===== config.mk =====
export PLATFORM = sky130hd
export DESIGN_NAME = tac_dist
export DESIGN_NICKNAME = d
export VERILOG_FILES = /design/src/hw/rtl/tac_pkg.sv /design/src/hw/rtl/tac_dist.sv
export SDC_FILE = /design/constraint.sdc
export NUM_CORES = 2
export LEC_CHECK = 0
export ABC_AREA = 1
export BUFFER_PORTS_ARGS = -buffer_cell sky130_fd_sc_hd__buf_2
export CAP_MARGIN = 20
export CORE_MARGIN = 5
export CORE_UTILIZATION = 50
export DETAILED_ROUTE_END_ITERATION = 10
export GPL_TIMING_DRIVEN = 0
export PLACE_DENSITY = 0.66
export RECOVER_POWER = 50
export SYNTH_ARGS = -nofsm -noshare
export SYNTH_HDL_FRONTEND = slang
export SYNTH_SLANG_ARGS = --single-unit

===== constraint.sdc =====
create_clock -name clk -period 10 [get_ports clk]
set_input_delay 1 -clock clk [delete_from_list [all_inputs] [get_ports clk]]
set_output_delay 1 -clock clk [all_outputs]
set_load 0.01 [all_outputs]

===== src/hw/rtl/tac_pkg.sv =====
// Shared types, widths and result codes for the triangle angle classifier.
// No dependencies; every other file in this block refers to it by scoped names.
`default_nettype none

package tac_pkg;

    localparam int COORD_BITS = 16;
    localparam int SQ_W       = 2 * COORD_BITS;     // one squared delta
    localparam int DIST_W     = SQ_W + 1;           // squared side length
    localparam int MAG_W      = DIST_W + 1;         // |A + B - C|
    localparam int MAGSQ_W    = 2 * MAG_W;          // d squared
    localparam int PROD_W     = 2 * DIST_W;         // A * B
    localparam int HALF_W     = PROD_W / 2;         // split of A * B for the tolerance multiply
    localparam int TOL_W      = 21;
    localparam int TOL_FRAC   = 20;
    localparam int PP_W       = HALF_W + TOL_W;     // one partial product
    localparam int PT_W       = PROD_W + TOL_W;     // A * B * tol
    localparam int CMP_W      = MAGSQ_W + TOL_FRAC; // width of both sides of the compare

    localparam logic [TOL_W-1:0] TOL_ONE   = TOL_W'(1048576);
    localparam logic [TOL_W-1:0] TOL_RESET = TOL_W'(7965);

    localparam logic [1:0] CLASS_FAIL   = 2'd0;
    localparam logic [1:0] CLASS_RIGHT  = 2'd1;
    localparam logic [1:0] CLASS_ACUTE  = 2'd2;
    localparam logic [1:0] CLASS_OBTUSE = 2'd3;

    typedef logic [COORD_BITS-1:0] coord_t;
    typedef logic [DIST_W-1:0]     dist_t;
    typedef logic [MAG_W-1:0]      mag_t;
    typedef logic [TOL_W-1:0]      tol_t;

    // Sorted sides with the sign and size of d.
    typedef struct packed {
        dist_t a;
        dist_t b;
        mag_t  mag;
        logic  neg;
        logic  zero;
    } side_t;

    // Both sides of the final compare, before the last add.
    typedef struct packed {
        logic [MAGSQ_W-1:0] mag_sq;
        logic [PP_W-1:0]    pp_hi;
        logic [PP_W-1:0]    pp_lo;
        logic               neg;
        logic               zero;
    } prod_t;

endpackage

`default_nettype wire


===== src/hw/rtl/tac_dist.sv =====
// Three pipeline stages: coordinate deltas, squares, squared side lengths.
// Depends on tac_pkg.
`default_nettype none

module tac_dist (
    input  wire logic            clk,
    input  wire logic            rst_n,
    input  wire logic            in_valid,
    output logic                 in_stall,
    input  wire tac_pkg::coord_t x1,
    input  wire tac_pkg::coord_t y1,
    input  wire tac_pkg::coord_t x2,
    input  wire tac_pkg::coord_t y2,
    input  wire tac_pkg::coord_t x3,
    input  wire tac_pkg::coord_t y3,
    output logic                 out_valid,
    input  wire logic            out_stall,
    output tac_pkg::dist_t       e1,
    output tac_pkg::dist_t       e2,
    output tac_pkg::dist_t       e3
);

    logic v1_reg, v2_reg, v3_reg;
    logic rdy1, rdy2, rdy3;

    tac_pkg::coord_t d_reg [6];
    tac_pkg::coord_t d_next [6];
    logic [tac_pkg::SQ_W-1:0] sq_reg [6];
    tac_pkg::dist_t e_reg [3];

    function automatic tac_pkg::coord_t abs_diff(tac_pkg::coord_t p, tac_pkg::coord_t q);
        abs_diff = (p >= q) ? p - q : q - p;
    endfunction

    // A stage takes new data when it is empty or its contents move on.
    assign rdy3     = !v3_reg || !out_stall;
    assign rdy2     = !v2_reg || rdy3;
    assign rdy1     = !v1_reg || rdy2;
    assign in_stall = !rdy1;

    always_comb
    begin
        d_next[0] = abs_diff(x1, x2);
        d_next[1] = abs_diff(y1, y2);
        d_next[2] = abs_diff(x1, x3);
        d_next[3] = abs_diff(y1, y3);
        d_next[4] = abs_diff(x3, x2);
        d_next[5] = abs_diff(y3, y2);
    end

    always_ff @(posedge clk or negedge rst_n)
    begin
        if (!rst_n)
        begin
            v1_reg <= 1'b0;
            v2_reg <= 1'b0;
            v3_reg <= 1'b0;
        end
        else
        begin
            if (rdy1)
            begin
                v1_reg <= in_valid;
            end
            if (rdy2)
            begin
                v2_reg <= v1_reg;
            end
            if (rdy3)
            begin
                v3_reg <= v2_reg;
            end
        end
    end

    always_ff @(posedge clk)
    begin
        if (rdy1)
        begin
            for (int i = 0; i < 6; i++)
            begin
                d_reg[i] <= d_next[i];
            end
        end
        if (rdy2)
        begin
            for (int i = 0; i < 6; i++)
            begin
                sq_reg[i] <= tac_pkg::SQ_W'(d_reg[i]) * tac_pkg::SQ_W'(d_reg[i]);
            end
        end
        if (rdy3)
        begin
            for (int i = 0; i < 3; i++)
            begin
                e_reg[i] <= tac_pkg::DIST_W'(sq_reg[2*i]) + tac_pkg::DIST_W'(sq_reg[2*i+1]);
            end
        end
    end

    assign out_valid = v3_reg;
    assign e1        = e_reg[0];
    assign e2        = e_reg[1];
    assign e3        = e_reg[2];

endmodule

`default_nettype wire


# Word-level counts from Yosys, hierarchy flattened
# Memories as Yosys holds them, arrays and structs flattened.
# Cells that the tools add are included.
[op_classes]
n_addsub = 15
n_mul = 6
magnitude_cmp = 6
n_mux = 12
reduce_logical = 8
[ops]
columns = ["cell", "count"]
rows = [
  ["$mul 16x16->32", 6],
  ["$sub 16x16->16", 12],
  ["$add 32x32->33", 3],
  ["$ge 16x16->1", 6],
  ["$mux 16", 6],
  ["$mux 1", 6],
  ["$logic_not 1->1", 5],
  ["$logic_or 1x1->1", 3],
]
[totals]
register_bits = 3
ram_bits = 387
inputBits = 100
wordCells = 53
mem_count = 3
[memory_table]
columns = ["name", "words", "width", "read_ports", "rd_clocked_by_memory_dff", "wr", "line_no", "source"]
rows = [
  ["sq_reg", 6, 32, 6, 0, 6, "tac_dist.sv:28", "logic [tac_pkg::SQ_W-1:0] sq_reg [6];"],
  ["e_reg", 3, 33, 3, 0, 3, "tac_dist.sv:29", "tac_pkg::dist_t e_reg [3];"],
  ["d_reg", 6, 16, 6, 0, 6, "tac_dist.sv:26", "tac_pkg::coord_t d_reg [6];"],
]

# Depth between registers and ports, before layout
[depth]
ltp_word = 6
ltp_mapped = 27
mapped_depth_nobuf = 25

# Worst setup path before layout
# Ideal clock, no wire load.
[synth_path]
path_kind = "input port to flip-flop"
from = "in out_stall"
to = "mem d_reg[0][0] in the netlist's numbering (enable)"
arrival_ps = 9583
required_ps = 9552
setup_slack_ps = -31
path_stages = 5
n_path_buf = 0
path_cell_list = "nand2_1 -> nor2_1 -> inv_1 -> nor2_1 -> inv_1"
[synth_lines]
columns = ["item", "line_no", "source"]
rows = [
  ["from (decl)", "tac_dist.sv:17", "input wire logic out_stall,"],
  ["to (decl)", "tac_dist.sv:26", ""],
]

==> reports/summary.txt <==
Status -> finished with violations
Violated checks -> max-capacitance violations, max-slew violations
Library cells used by synthesis -> 42
Synth Warn # -> 0
Worst-path clk slew -> 60 ps
CP top delay family -> adder cells
Mapped Nets -> 12,800
Grt ovf -> 0
Die area -> 164,000 sq um
First drt pass iteration count -> 6
Setup_tns -> 0 ps
Rows -> 145
Worst slew margin -> -1.36
Number of enable flip-flop cells after synthesis -> 381
Required @ worst endpoint -> 10,390 ps
Crit-path slowest cell -> clkbuf_1
Finished Core Util -> 0.534
CP dominant cell by count -> fa_1
Max reg flops -> 186
CTS Buf Count -> 48
Worst Path Arrival -> 7030 ps
Min-delay worst type -> in2async
Commonest non-fill, non-tap cells in the layout -> nand2_1 (3,427), inv_1 (2,993), fa_1 (985), ha_1 (884), nor2_1 (487)
#FFs+latches synth -> 384
Clock sink count -> 384
Startpoint Class -> register
CP peak stage delay -> 600 ps
Via count -> 65,300
Hold_ws -> 157 ps
Post-route ant nets -> 0
CP Max Fanout -> 10
Layout cells sized above 1 -> 0.0310
First-pass GRT wire length -> 344,000 um
Hold Buf Count CTS -> 0
MaxCap Viol Count -> 5
Chip width -> 405 um
CORE AREA -> 156,000 sq um
Clk_skew -> 39.5 ps
Placed instance area -> 81,900 sq um
Ports -> 201
Min Tclk post-route -> 6640 ps
Vias in the first global route -> 66,600
Syn Inst Count -> 10,800
Fin. max-slew vios -> 214
Drt first-iter violations -> 4,547
Layout area overhead -> 6.50%
Endpoint class of the critical path -> register
WL per Instance -> 16.0 um
Period utilisation layout -> 0.664
Design Area, Final -> 83,200 sq um
Syn avg cell area -> 7.21 sq um
Root buf cell -> clkbuf_16
Initial Util -> 0.501
PortBufs -> 200
Main flop type after synthesis -> edfxtp_1
Drt drc -> 0
Largest net degree at the start of global routing -> 61
Final hold vios -> 0
Fmax -> 151 MHz
Crit path cell chain -> clkbuf_1 > clkbuf_1 > nand2_1 > fa_1 > inv_1 > fa_1 > inv_1 > fa_1 > fa_1 > fa_1 > fa_1 > inv_1 > ha_1 > nand2_1 > inv_1 > a21oi_1 > nand3_1 > nand3_1 > nand2_1 > nand2_1 > nand2_1
Sequential fraction of the synthesis area -> 0.147
Buf+Inv Stages, Crit Path -> 6
Nets@finish -> 13,100
GRT Total Usage -> 0.262
Clk_lat worst skew -> 650 ps
Pin slew with the least headroom to its limit -> 3540 ps
Post-Route WL -> 212,000 um
DIE HEIGHT -> 405 um
Post-Syn Area -> 78,100 sq um
Avg Vias per Cell -> 4.95
Final Setup Violations -> 0
CTS max path bufs -> 3
Asr flop ratio synth -> 0.00781
Commonest non-fill, non-tap cell in the layout -> nand2_1
Post-cts resize count -> 0
CTS tree -> done
Gpl congestion -> 0.951
Hpwl dp -> 184,000 um
Post CTS Setup Buffer Count -> 0
Critical path class -> reg2reg
RSZ-0062 raised after global routing -> no
H-tree Lvls -> 2
Initial antenna violation count -> 6
[cell usage after synthesis (2+ instances only)]
library cell | instances | area share
a31oi_1 | 2 | 0.00016
o21ai_0 | 24 | 0.0015
nand3_1 | 482 | 0.031
buf_1 | 2 | 0.000096
nor3_1 | 26 | 0.0017
o21ai_1 | 35 | 0.0022
nand3_2 | 7 | 0.00090
fa_1 | 985 | 0.25
and2_1 | 21 | 0.0017
clkbuf_2 | 7 | 0.00045
a21o_1 | 3 | 0.00029
a21oi_2 | 8 | 0.00090
nor2_4 | 7 | 0.0010
buf_4 | 2 | 0.00019
buf_6 | 12 | 0.0017
o21ai_2 | 4 | 0.00045
nor2_1 | 487 | 0.023
and3_1 | 2 | 0.00016
a31o_2 | 6 | 0.00067
nor2_2 | 11 | 0.00088
edfxtp_1 | 381 | 0.15
buf_2 | 35 | 0.0022
nand2_2 | 22 | 0.0018
nor3_2 | 4 | 0.00051
nand2_1 | 3427 | 0.16
xor2_1 | 217 | 0.024
o21bai_1 | 70 | 0.0067
ha_1 | 884 | 0.14
xnor2_1 | 75 | 0.0084
clkbuf_1 | 181 | 0.0087
nand4_1 | 69 | 0.0055
nand3b_1 | 8 | 0.00077
a21oi_1 | 285 | 0.018
inv_2 | 24 | 0.0012
dfrtp_1 | 3 | 0.00096
or2_2 | 15 | 0.0012
a21oi_4 | 2 | 0.00042
and2_2 | 3 | 0.00029
inv_1 | 2995 | 0.14
[cell type report]
class                           instances  area [sq um]
Fill cell                           15300         72600
Clock buffer                           52          1240
Antenna cell                            5          12.5
Buffer                                239          1030
Clock inverter                         37           332
Timing Repair Buffer                  207           952
Tap cell                             2058          2570
Multi-Input combinational cell       7194         54200
Sequential cell                       384         11500
Inverter                             3019         11300
[final timing paths]
kind | from | to | slack, ps | depth (start not counted)
max | d_reg[0][8]$_DFFE_PN_ | sq_reg[0][29]$_DFFE_PP_ | 3360 | 21
min | rst_n | out_valid$_DFFE_PN0P_ | 160 | 1
max reg2reg | d_reg[0][8]$_DFFE_PN_ | sq_reg[0][29]$_DFFE_PP_ | 3360 | 21
min reg2reg | v2_reg$_DFFE_PN0P_ | out_valid$_DFFE_PN0P_ | 440 | 2
max in group asynchronous | rst_n | v2_reg$_DFFE_PN0P_ | 9680 | 1
min in group clk | v2_reg$_DFFE_PN0P_ | out_valid$_DFFE_PN0P_ | 440 | 2
[per-layer routing]
metal	GRT usage	part of all wire	vias up
met1	0.367	0.46	30900
li1	-	-	32300
met2	0.432	0.45	1758
met4	0.0631	0.027	6
met3	0.0356	0.065	277
met5	0	0.00016	-
[metrics by stage]
stage | instances | setup WS, ps
floorplan | 10800 | 1360
global placement | 13100 | -3710
detailed placement | 13100 | 3290
CTS | 13200 | 3290
global route | 13200 | 2930
finish | 13200 | 3360
[kinds of logic (layout without fill, tap and decap cells)]
group                      Yosys count  in the layout  synth area share
and+or+nand+nor                   4593           4593             0.236
buffers and inverters             3258           3554             0.158
adders and majority gates         1869           1869             0.394
AOI/OAI and AO/OA                  440            440            0.0317
DFF                                384            384             0.147
xor gates and xnor gates           292            292            0.0327
other                                0              5                 0
Power is not shown: default switching activity piles up to over one toggle a cycle in this logic, so the estimate is an artifact.
