$ cat config.mk
export PLATFORM = sky130hd
export DESIGN_NAME = tac_sort
export DESIGN_NICKNAME = d
export VERILOG_FILES = /design/src/hw/rtl/tac_pkg.sv /design/src/hw/rtl/tac_sort.sv
export SDC_FILE = /design/constraint.sdc
export NUM_CORES = 1
export LEC_CHECK = 0
export BUFFER_PORTS_ARGS = -buffer_cell sky130_fd_sc_hd__buf_2
export CAP_MARGIN = 40
export CORE_MARGIN = 2
export CORE_UTILIZATION = 63
export CTS_CLUSTER_DIAMETER = 120
export DETAILED_ROUTE_END_ITERATION = 10
export PLACE_DENSITY = 0.95
export SETUP_SLACK_MARGIN = 0.02
export SYNTH_ARGS = -nofsm -noshare
export SYNTH_HDL_FRONTEND = slang
export SYNTH_SLANG_ARGS = --single-unit
$ cat constraint.sdc
create_clock -name clk -period 9.4 [get_ports clk]
set_clock_uncertainty 0.1 [all_clocks]
set_input_delay 0.94 -clock clk [delete_from_list [all_inputs] [get_ports clk]]
set_output_delay 0.94 -clock clk [all_outputs]
set_load 0.02 [all_outputs]
$ cat src/hw/rtl/tac_pkg.sv
// Shared types, widths and result codes for the triangle angle classifier.
// No dependencies; every other file in this block refers to it by scoped names.
`default_nettype none

package tac_pkg;

    localparam int COORD_BITS = 16;
    localparam int SQ_W       = 2 * COORD_BITS;     // one squared delta
    localparam int DIST_W     = SQ_W + 1;           // squared side length
    localparam int MAG_W      = DIST_W + 1;         // |A + B - C|
    localparam int MAGSQ_W    = 2 * MAG_W;          // d squared
    localparam int PROD_W     = 2 * DIST_W;         // A * B
    localparam int HALF_W     = PROD_W / 2;         // split of A * B for the tolerance multiply
    localparam int TOL_W      = 21;
    localparam int TOL_FRAC   = 20;
    localparam int PP_W       = HALF_W + TOL_W;     // one partial product
    localparam int PT_W       = PROD_W + TOL_W;     // A * B * tol
    localparam int CMP_W      = MAGSQ_W + TOL_FRAC; // width of both sides of the compare

    localparam logic [TOL_W-1:0] TOL_ONE   = TOL_W'(1048576);
    localparam logic [TOL_W-1:0] TOL_RESET = TOL_W'(7965);

    localparam logic [1:0] CLASS_FAIL   = 2'd0;
    localparam logic [1:0] CLASS_RIGHT  = 2'd1;
    localparam logic [1:0] CLASS_ACUTE  = 2'd2;
    localparam logic [1:0] CLASS_OBTUSE = 2'd3;

    typedef logic [COORD_BITS-1:0] coord_t;
    typedef logic [DIST_W-1:0]     dist_t;
    typedef logic [MAG_W-1:0]      mag_t;
    typedef logic [TOL_W-1:0]      tol_t;

    // Sorted sides with the sign and size of d.
    typedef struct packed {
        dist_t a;
        dist_t b;
        mag_t  mag;
        logic  neg;
        logic  zero;
    } side_t;

    // Both sides of the final compare, before the last add.
    typedef struct packed {
        logic [MAGSQ_W-1:0] mag_sq;
        logic [PP_W-1:0]    pp_hi;
        logic [PP_W-1:0]    pp_lo;
        logic               neg;
        logic               zero;
    } prod_t;

endpackage

`default_nettype wire

$ cat src/hw/rtl/tac_sort.sv
// Two pipeline stages: sort the squared sides, then form d = A + B - C.
// Depends on tac_pkg.
`default_nettype none

module tac_sort (
    input  wire logic           clk,
    input  wire logic           rst_n,
    input  wire logic           in_valid,
    output logic                in_stall,
    input  wire tac_pkg::dist_t e1,
    input  wire tac_pkg::dist_t e2,
    input  wire tac_pkg::dist_t e3,
    output logic                out_valid,
    input  wire logic           out_stall,
    output tac_pkg::side_t      side
);

    logic v4_reg, v5_reg;
    logic rdy4, rdy5;

    tac_pkg::dist_t a_reg, b_reg, c_reg;
    tac_pkg::dist_t a_next, b_next, c_next, hi12;
    logic           zero_reg;
    tac_pkg::side_t side_reg;
    tac_pkg::side_t side_next;
    tac_pkg::mag_t  sum;
    tac_pkg::mag_t  c_ext;

    assign rdy5     = !v5_reg || !out_stall;
    assign rdy4     = !v4_reg || rdy5;
    assign in_stall = !rdy4;

    always_comb
    begin
        if (e1 >= e2)
        begin
            hi12   = e1;
            a_next = e2;
        end
        else
        begin
            hi12   = e2;
            a_next = e1;
        end
        if (hi12 >= e3)
        begin
            b_next = e3;
            c_next = hi12;
        end
        else
        begin
            b_next = hi12;
            c_next = e3;
        end
    end

    always_comb
    begin
        sum   = tac_pkg::MAG_W'(a_reg) + tac_pkg::MAG_W'(b_reg);
        c_ext = tac_pkg::MAG_W'(c_reg);
        side_next.a    = a_reg;
        side_next.b    = b_reg;
        side_next.zero = zero_reg;
        side_next.neg  = (sum < c_ext);
        side_next.mag  = (sum < c_ext) ? c_ext - sum : sum - c_ext;
    end

    always_ff @(posedge clk or negedge rst_n)
    begin
        if (!rst_n)
        begin
            v4_reg <= 1'b0;
            v5_reg <= 1'b0;
        end
        else
        begin
            if (rdy4)
            begin
                v4_reg <= in_valid;
            end
            if (rdy5)
            begin
                v5_reg <= v4_reg;
            end
        end
    end

    always_ff @(posedge clk)
    begin
        if (rdy4)
        begin
            a_reg    <= a_next;
            b_reg    <= b_next;
            c_reg    <= c_next;
            // The shortest side is zero exactly when any side is zero.
            zero_reg <= (e1 == '0) || (e2 == '0) || (e3 == '0);
        end
        if (rdy5)
        begin
            side_reg <= side_next;
        end
    end

    assign out_valid = v5_reg;
    assign side      = side_reg;

endmodule

`default_nettype wire

# Word-level counts from Yosys, hierarchy flattened
# Cells that the tools add are included.
# op_classes
add_sub_neg	3
magnitude_cmp	3
n_mux	5
reduce_logical	11
# ops
operator	n
33-bit 2-to-1 mux	4
33-bit zero test	3
33-bit >= comparator	2
33-bit by 33-bit adder with 34-bit output	1
34-bit by 33-bit < comparator with 1-bit output	1
34-bit 2-to-1 mux	1
33-bit by 34-bit subtractor with 34-bit output	1
34-bit by 33-bit subtractor with 34-bit output	1
1-bit zero test	4
1-bit logical OR	4
# word_totals
reg_bits	204
in_bits	103
output_inout_bits	104
wordCells	33

# Logic depth before layout (Yosys ltp)
# Gate-level depths: netlist (run 1).
# logic_depth
depth_word	4
depth_mapped	26
depth_no_buf	23

# Worst setup path before layout (run 1)
# Ideal clock, no wire load.
# synth_timing
path_kind	in2reg
startpoint	input e1[0]
endpoint	register b_reg[0] (data pin)
setup_ps	260
arrival_ps	5767
required_ps	9040
setup_slack_ps	3273
path_stages	21
path_buffers	3
cell_sequence	inv_1 ha_1 nand2b_1 a21o_1 a21o_1 a21o_1 a21oi_1 o211ai_1 a21o_1 a21oi_1 buf_2 mux2_2 ha_1 nand4_1 or2_2 o41ai_1 a2111oi_0 o31ai_1 clkbuf_1 clkbuf_1 mux2_2
# synth_via
elab_chain_len	4
# synth_lines
item	line	source
start, declared	tac_sort.sv:10	input wire tac_pkg::dist_t e1,
33-bit >= comparator	tac_sort.sv:35	if (e1 >= e2)
33-bit 2-to-1 mux (*)	tac_sort.sv:35	
33-bit >= comparator	tac_sort.sv:45	if (hi12 >= e3)
33-bit 2-to-1 mux (*)	tac_sort.sv:45	
named net b_next[0]	tac_sort.sv:22	tac_pkg::dist_t a_next, b_next, c_next, hi12;
end signal, assigned	tac_sort.sv:93	b_reg <= b_next;
end, declared	tac_sort.sv:21	tac_pkg::dist_t a_reg, b_reg, c_reg;
# Mark *: on every way through the listed nets, which the timed path passes. The rest lies on a longest branch.
# A chain may end at the register's enable or synchronous reset.

# Final worst setup path (run 1)
# layout_timing
startpoint	input e1[0]
endpoint	register b_reg[9] (data pin)
# Same word-level chain as after synthesis.

==> qor.yml, run 1 <==
grt:
  antenna_found_initial: 6
  global_route.overflow_total: 0
  first_global_vias: 11769
  grt.total_usage_pct: 34.3
  grt_pass1_wl_mm: 64.4
  grt_start_max_net_pins: 67
power:
  combinationalPowerShare_pct: 56.3
  clock_network_fraction_of_design_power_pct: 16.1
  power.static_leakage_nw: 7.70
  ir_worst_vdd_v: 0.000159
  internal_power_mw: 3.03
  total_power_mw: 5.29
  powerDensity_mw_per_mm2: 319
  switching_pwr_mw: 2.26
  share_seq_of_total_power_pct: 27.6
  fraction_of_power_spent_switching_nets_pct: 42.8
floorplanning:
  floorplan.io_pins: 207
  fp.dieH_um: 156
  initial_core_util_pct: 64.2
  core_area_mm2: 0.0227
  die_width_um: 156
  fp-row-count: 55
  area_of_the_die_mm2: 0.0244
detailed_routing:
  via_count: 12310
  drt_initial_violations: 1739
  drt-pass1-iter-count: 5
  post_drt_via_cell_ratio: 6.59
  ant_nets: 0
  wl_final_mm: 42.6
  drt-wirelength-per-cell_um: 22.8
  drc_errors: 0
placed_design:
  port_buffers: 206
  dpl-instance-area_mm2: 0.0159
  placed_instance_count: 1825
  routabilityCongestion: 1.01
  hpwl_mm: 31.2
final_layout:
  nets: 1835
  multi_input_area_mm2: 0.00775
  fill_cells: 1441
  finalNonFillerCells: 1868
  post_route_cells_drive_above_1_share_pct: 23.1
  syn_to_final_growth_pct: 13.5
  seq_area_mm2: 0.00612
  largest_register_ffs: 102
  fin_area_mm2: 0.0166
synthesis:
  netlist-cell-type-count: 64
  number_of_enable_type_register_cells_in_the_synthesized_netlist: 202
  yosys_register_bits: 204
  synth-seq-area-share_pct: 41.9
  synth-warning-count: 0
  synth_ff_type: "edfxtp_1"
  ys_async_sr_fraction_pct: 0.980
  avgSynthCellArea_um2: 10.6
  mappedNetlistNets: 1644
  synthCells: 1373
  syn_area_mm2: 0.0146
sta:
  timing.final.crit_period_ns: 6.67
  rsz0062_at_grt: "false"
  worstMarginPinSlew_ns: 0.864
  slew_violations: 0
  final.period_utilization_pct: 71.0
  holdWs_ns: 0.0944
  maxClockFrequency_mhz: 150
  setup_violations: 0
  timing.slew.headroom_pct: 42.1
  tns_ns: 0
  finalHoldViolations: 0
hold_path:
  worst_min_delay_path_class: "in2async"
clock_tree:
  post_cts_resized: 0
  tritoncts: "yes"
  clock_insertion_delay_worst_skew_ns: 0.53
  post_cts_buffers: 0
  cts_hold_repair.buffers: 0
  cts_num_sinks: 204
  max_root_sink_buffers: 3
  cts_inserted_buffers: 22
  cts_root_buf: "clkbuf_16"
  cts_htree_levels: 1
  clk_transition_reported_paths_ns: 0.06
worst_setup_path:
  path_class: "in2reg"
  critical_path_peak_fanout: 66
  worst_ep_arrival_time_ns: 6.84
  worst_setup_path_end_kind: "register"
  critical_path_required_ns: 9.57
  worst_setup_path_start_kind: "input port"
outcome:
  run_status: "finished clean"
flow_run:
  timing.max_cap.violations: 0
==> cell usage after synthesis (3+ instances only) <==
library cell  number  area share (%)
a21o_1            79             4.1
or2_2              4            0.17
o21ai_1            8            0.27
and3_1             3            0.13
nor4_1            25             1.1
inv_1            149             3.8
nand2_1           78             2.0
o221ai_1           3            0.18
a211oi_1          17            0.87
buf_6              3            0.23
xor2_1            23             1.4
fa_1               3            0.41
nand3_1           12            0.41
clkbuf_1          34            0.87
o21ai_0           79             2.7
a21oi_1          101             3.5
nor2b_1           12            0.51
edfxtp_1         202              42
a211o_1            5            0.30
or3_1              5            0.21
nand4_1           29             1.2
nor2_1            44             1.1
and2_1             7            0.30
o21a_1            14            0.72
xnor2_1           42             2.5
a31oi_1           10            0.43
ha_1             165              14
mux2i_1           30             2.1
mux2_2           101             7.8
o21bai_1          15            0.77
buf_2              8            0.27
o31ai_1            6            0.31
nand2b_1          12            0.51
nor3_1             4            0.14
==> placed cells by master (no fill, tap or decap), types with 25 or more instances in the layout <==
| master | n |
|---|---|
| edfxtp_1 | 202 |
| ha_1 | 165 |
| nand2_1 | 77 |
| o21ai_0 | 79 |
| nor4_1 | 25 |
| nand4_1 | 29 |
| a21o_1 | 79 |
| buf_2 | 206 |
| nor2_1 | 44 |
| inv_1 | 149 |
| a21oi_1 | 100 |
| mux2_2 | 101 |
| xnor2_1 | 42 |
| mux2i_1 | 30 |
==> final timing paths <==
| check | start | to | slack [ns] | cells after the start |
|---|---|---|---|---|
| setup / recovery | e1[0] | b_reg[9] | 2.73 | 25 |
| hold / removal | rst_n | v4_reg | 0.09 | 1 |
| setup reg to reg | a_reg[0] | side[34] | 2.73 | 23 |
| hold reg to reg | zero_reg | side[0] | 0.33 | 0 |
| max in group asynchronous | rst_n | out_valid | 9.01 | 1 |
| min in group clk | zero_reg | side[0] | 0.33 | 0 |
==> worst max-delay path, cell delays in order <==
cell       delay (ns)
buf_2            0.13
inv_1            0.05
ha_1             0.28
nand2b_1         0.14
a21o_1           0.18
a21o_1           0.16
a21o_1           0.17
a21oi_1          0.14
o211ai_1         0.14
a21o_1           0.21
a21oi_4          0.15
buf_4            0.50
mux2_2           0.44
ha_1             0.30
nor2b_1          0.14
o21a_1           0.17
o21a_1           0.18
o21ai_0          0.23
nand2b_1         0.12
a21oi_1          0.18
o221ai_1         0.13
a2111oi_0        0.76
o31ai_4          0.11
buf_4            0.40
mux2_2           0.41
==> kinds of logic after synthesis <==
kind of cell | count (synthesis) | synth area share [%]
buf+inv | 194 | 5.22
mux | 131 | 9.86
xor+xnor | 65 | 3.90
fa+ha+maj | 168 | 14.6
compound gates | 368 | 16.2
simple gates | 243 | 8.31
flops | 204 | 41.9
==> per-stage QoR <==
step,util [%],setup WS [ns]
after floorplan,-,3.27
after global placement,69.8,2.68
after detailed placement,69.8,2.45
after CTS,72.9,2.86
after global routing,72.9,2.30
final,72.9,2.73
==> power groups by stage <==
stage / Combinational (mW) / Sequential (mW) / Clock [mW]
global route: 3.23 / 1.47 / 0.882
finish: 2.98 / 1.46 / 0.850
global placement: 2.78 / 1.46 / 0
CTS: 2.91 / 1.46 / 0.845
floorplan: 2.08 / 1.59 / 0
detailed placement: 2.87 / 1.47 / 0
==> layer usage <==
layer	vias up	share of wire, %	track usage, %
met3	176	12	6.64
met4	4	5.1	17.4
met2	938	45	54.7
li1	5440	-	-
met5	-	0.042	0
met1	5752	38	44.9
==> area by class of cell <==
cell class,count,share of cell area [%]
diodes,3,0.0453
inverters,149,3.38
multi-input cells,975,46.8
repair buffers,212,6.50
clock buffers,29,3.61
clock inverters,11,0.567
flip-flops and latches,204,36.9
well taps,285,2.15
Note: power is estimated with default switching activity, not from simulation.
==> run 2, diff against run 1 <==
CORE_UTILIZATION = 53   (was 63)
PLACE_DENSITY = 0.88   (was 0.95)
clock period = 5.7 ns   (was 9.4 ns; I/O delays follow)
==> run 2 against run 1 <==
Effect of this change: die area up 18%; count of clock-buffer cells in the layout down 6; combinational power up 77%; register-to-register slack worse by 2.5 ns; global-route usage down 6.0 points; largest cell class unchanged; design area up 4.0%; critical endpoint is now side[34]; clock power up 60%; largest power group unchanged; final cell count up 6.0%.
==> qor.yml, run 2 (same netlist as run 1, synthesis figures left out) <==
final_layout:
  fill_cells: 1992
  syn_to_final_growth_pct: 18.0
  largest_register_ffs: 102
  utilization_pct: 63.9
  mostFrequentLayoutCell: "buf_2"
  post_route_cells_drive_above_1_share_pct: 27.4
  nets: 1895
  mostFrequentLayoutCells: "buf_2, edfxtp_1, ha_1"
clock_tree:
  cts_inserted_buffers: 21
  clock_insertion_delay_worst_skew_ns: 0.52
  cts_num_sinks: 204
  cts_htree_levels: 1
  cts_root_buf: "clkbuf_16"
  max_root_sink_buffers: 3
  tritoncts: "yes"
  clk_transition_reported_paths_ns: 0.06
sta:
  slew_violations: 0
  timing.final.crit_period_ns: 5.51
  fin_ws_ns: 0.194
  finalHoldViolations: 0
  timing.slew.headroom_pct: 38.8
  maxClockFrequency_mhz: 182
  worstMarginPinSlew_ns: 0.918
  final.period_utilization_pct: 96.6
  setup_violations: 0
worst_setup_path:
  worst_setup_path_start_kind: "register"
  critical_path.startpoint: "b_reg[0]"
  rr_startpoint: "b_reg[0]"
  r2r_end: "side[34]"
  rrSetupSlack_ns: 0.19
  critical_path_peak_fanout: 3
  worst_ep_arrival_time_ns: 5.65
  path_class: "reg2reg"
  critical_path_required_ns: 5.85
  length_in_cells_of_the_worst_reg_to_reg_path: 24
  worst_setup_path_end_kind: "register"
floorplanning:
  initial_core_util_pct: 54.1
  fp.dieH_um: 170
  die_width_um: 170
  floorplan.io_pins: 207
  area_of_the_die_mm2: 0.0289
  fp-row-count: 60
  core_area_mm2: 0.0270
grt:
  first_global_vias: 11631
  grt_pass1_wl_mm: 63.6
  grt_start_max_net_pins: 72
  global_route.overflow_total: 0
  antenna_found_initial: 2
  grt.total_usage_pct: 28.3
flow_run:
  timing.max_cap.violations: 0
detailed_routing:
  via_count: 11971
  ant_nets: 0
  drc_errors: 0
  post_drt_via_cell_ratio: 6.05
  drt-pass1-iter-count: 5
  drt-wirelength-per-cell_um: 21.2
  wl_final_mm: 41.9
  drt_initial_violations: 969
power:
  powerDensity_mw_per_mm2: 524
  power.static_leakage_nw: 8.02
  total_power_mw: 9.02
  ir_worst_vdd_v: 0.000214
placed_design:
  dp_worst_setup_slack_ns: -0.0818
  hpwl_mm: 32.1
  port_buffers: 206
  routabilityCongestion: 0.939
outcome:
  run_status: "finished clean"
hold_path:
  whs_endpoint: "v4_reg"
  worst_min_delay_path_class: "in2reg"
  hp_start: "in_valid"
  min_path_cells: 2
run 2: metrics by stage:
stage / hold slack [ns] / instance area, µm² / TNS, ns / cells
3_5_place_dp: 0.261 / 16400 / -3.88 / 1935
5_1_grt: 0.159 / 17200 / -0.0962 / 1980
4_1_cts: 0.139 / 17100 / 0 / 1974
3_3_place_gp: 0.255 / 16400 / 0 / 1935
2_1_floorplan: 0.174 / 14600 / 0 / 1373
6_report: 0.149 / 17200 / 0 / 1980
run 2: metal layers:
layer	share of wire [%]	global-route usage, %
met1	41	38.4
met2	46	45.9
met3	8.8	3.93
met4	4.0	11.6
met5	0	0
run 2: worst max path at each step:
stage / to / depth (start not counted)
floorplan: b_reg[0] / 25
global placement: b_reg[29] / 22
detailed placement: b_reg[23] / 25
CTS: side[34] / 24
global route: side[34] / 24
finish: side[34] / 24
run 2: layout make-up:
type,instances,area (µm²),share of cell area [%]
inverters,149,559,3.25
well taps,341,427,2.48
clock buffers,23,533,3.10
flip-flops and latches,204,6120,35.5
clock inverters,13,126,0.734
multi-input cells,975,7880,45.7
repair buffers,273,1570,9.14
diodes,2,5.00,0.0291
run 2: worst max-delay path: stages, from the launching register on:
cell and delay (ns):
edfxtp_1 0.42, ha_2 0.23, fa_1 0.39, a211o_1 0.30, a21oi_2 0.16, o21ai_1 0.11
a21oi_2 0.24, a211oi_2 0.14, a211oi_2 0.32, o21ai_1 0.13, a21o_1 0.20, a21oi_2 0.19
xnor2_1 0.10, ha_1 0.32, and2_1 0.16, nand3_1 0.10, or2_2 0.34, buf_4 0.15
o22ai_2 0.18, a211oi_4 0.09, o31ai_2 0.28, a21o_1 0.15, a21oi_1 0.08, o311ai_1 0.25
o31ai_1 0.11
run 2: timing repair:
| item | CTS | global route |
|---|---|---|
| pin swaps | 3 | 11 |
| gates resized for setup | 0 | 33 |
| endpoints found under the setup margin | 3 | 33 |
| buffers inserted | 2 | 4 |
| hold endpoints to repair | 2 | 0 |
| hold buffers | 1 | 0 |
run 2: where the power goes:
group          internal (mW)  switching [mW]  total, mW
combinational           2.24            3.02       5.27
sequential              2.22           0.180       2.40
clock                  0.770           0.589       1.36
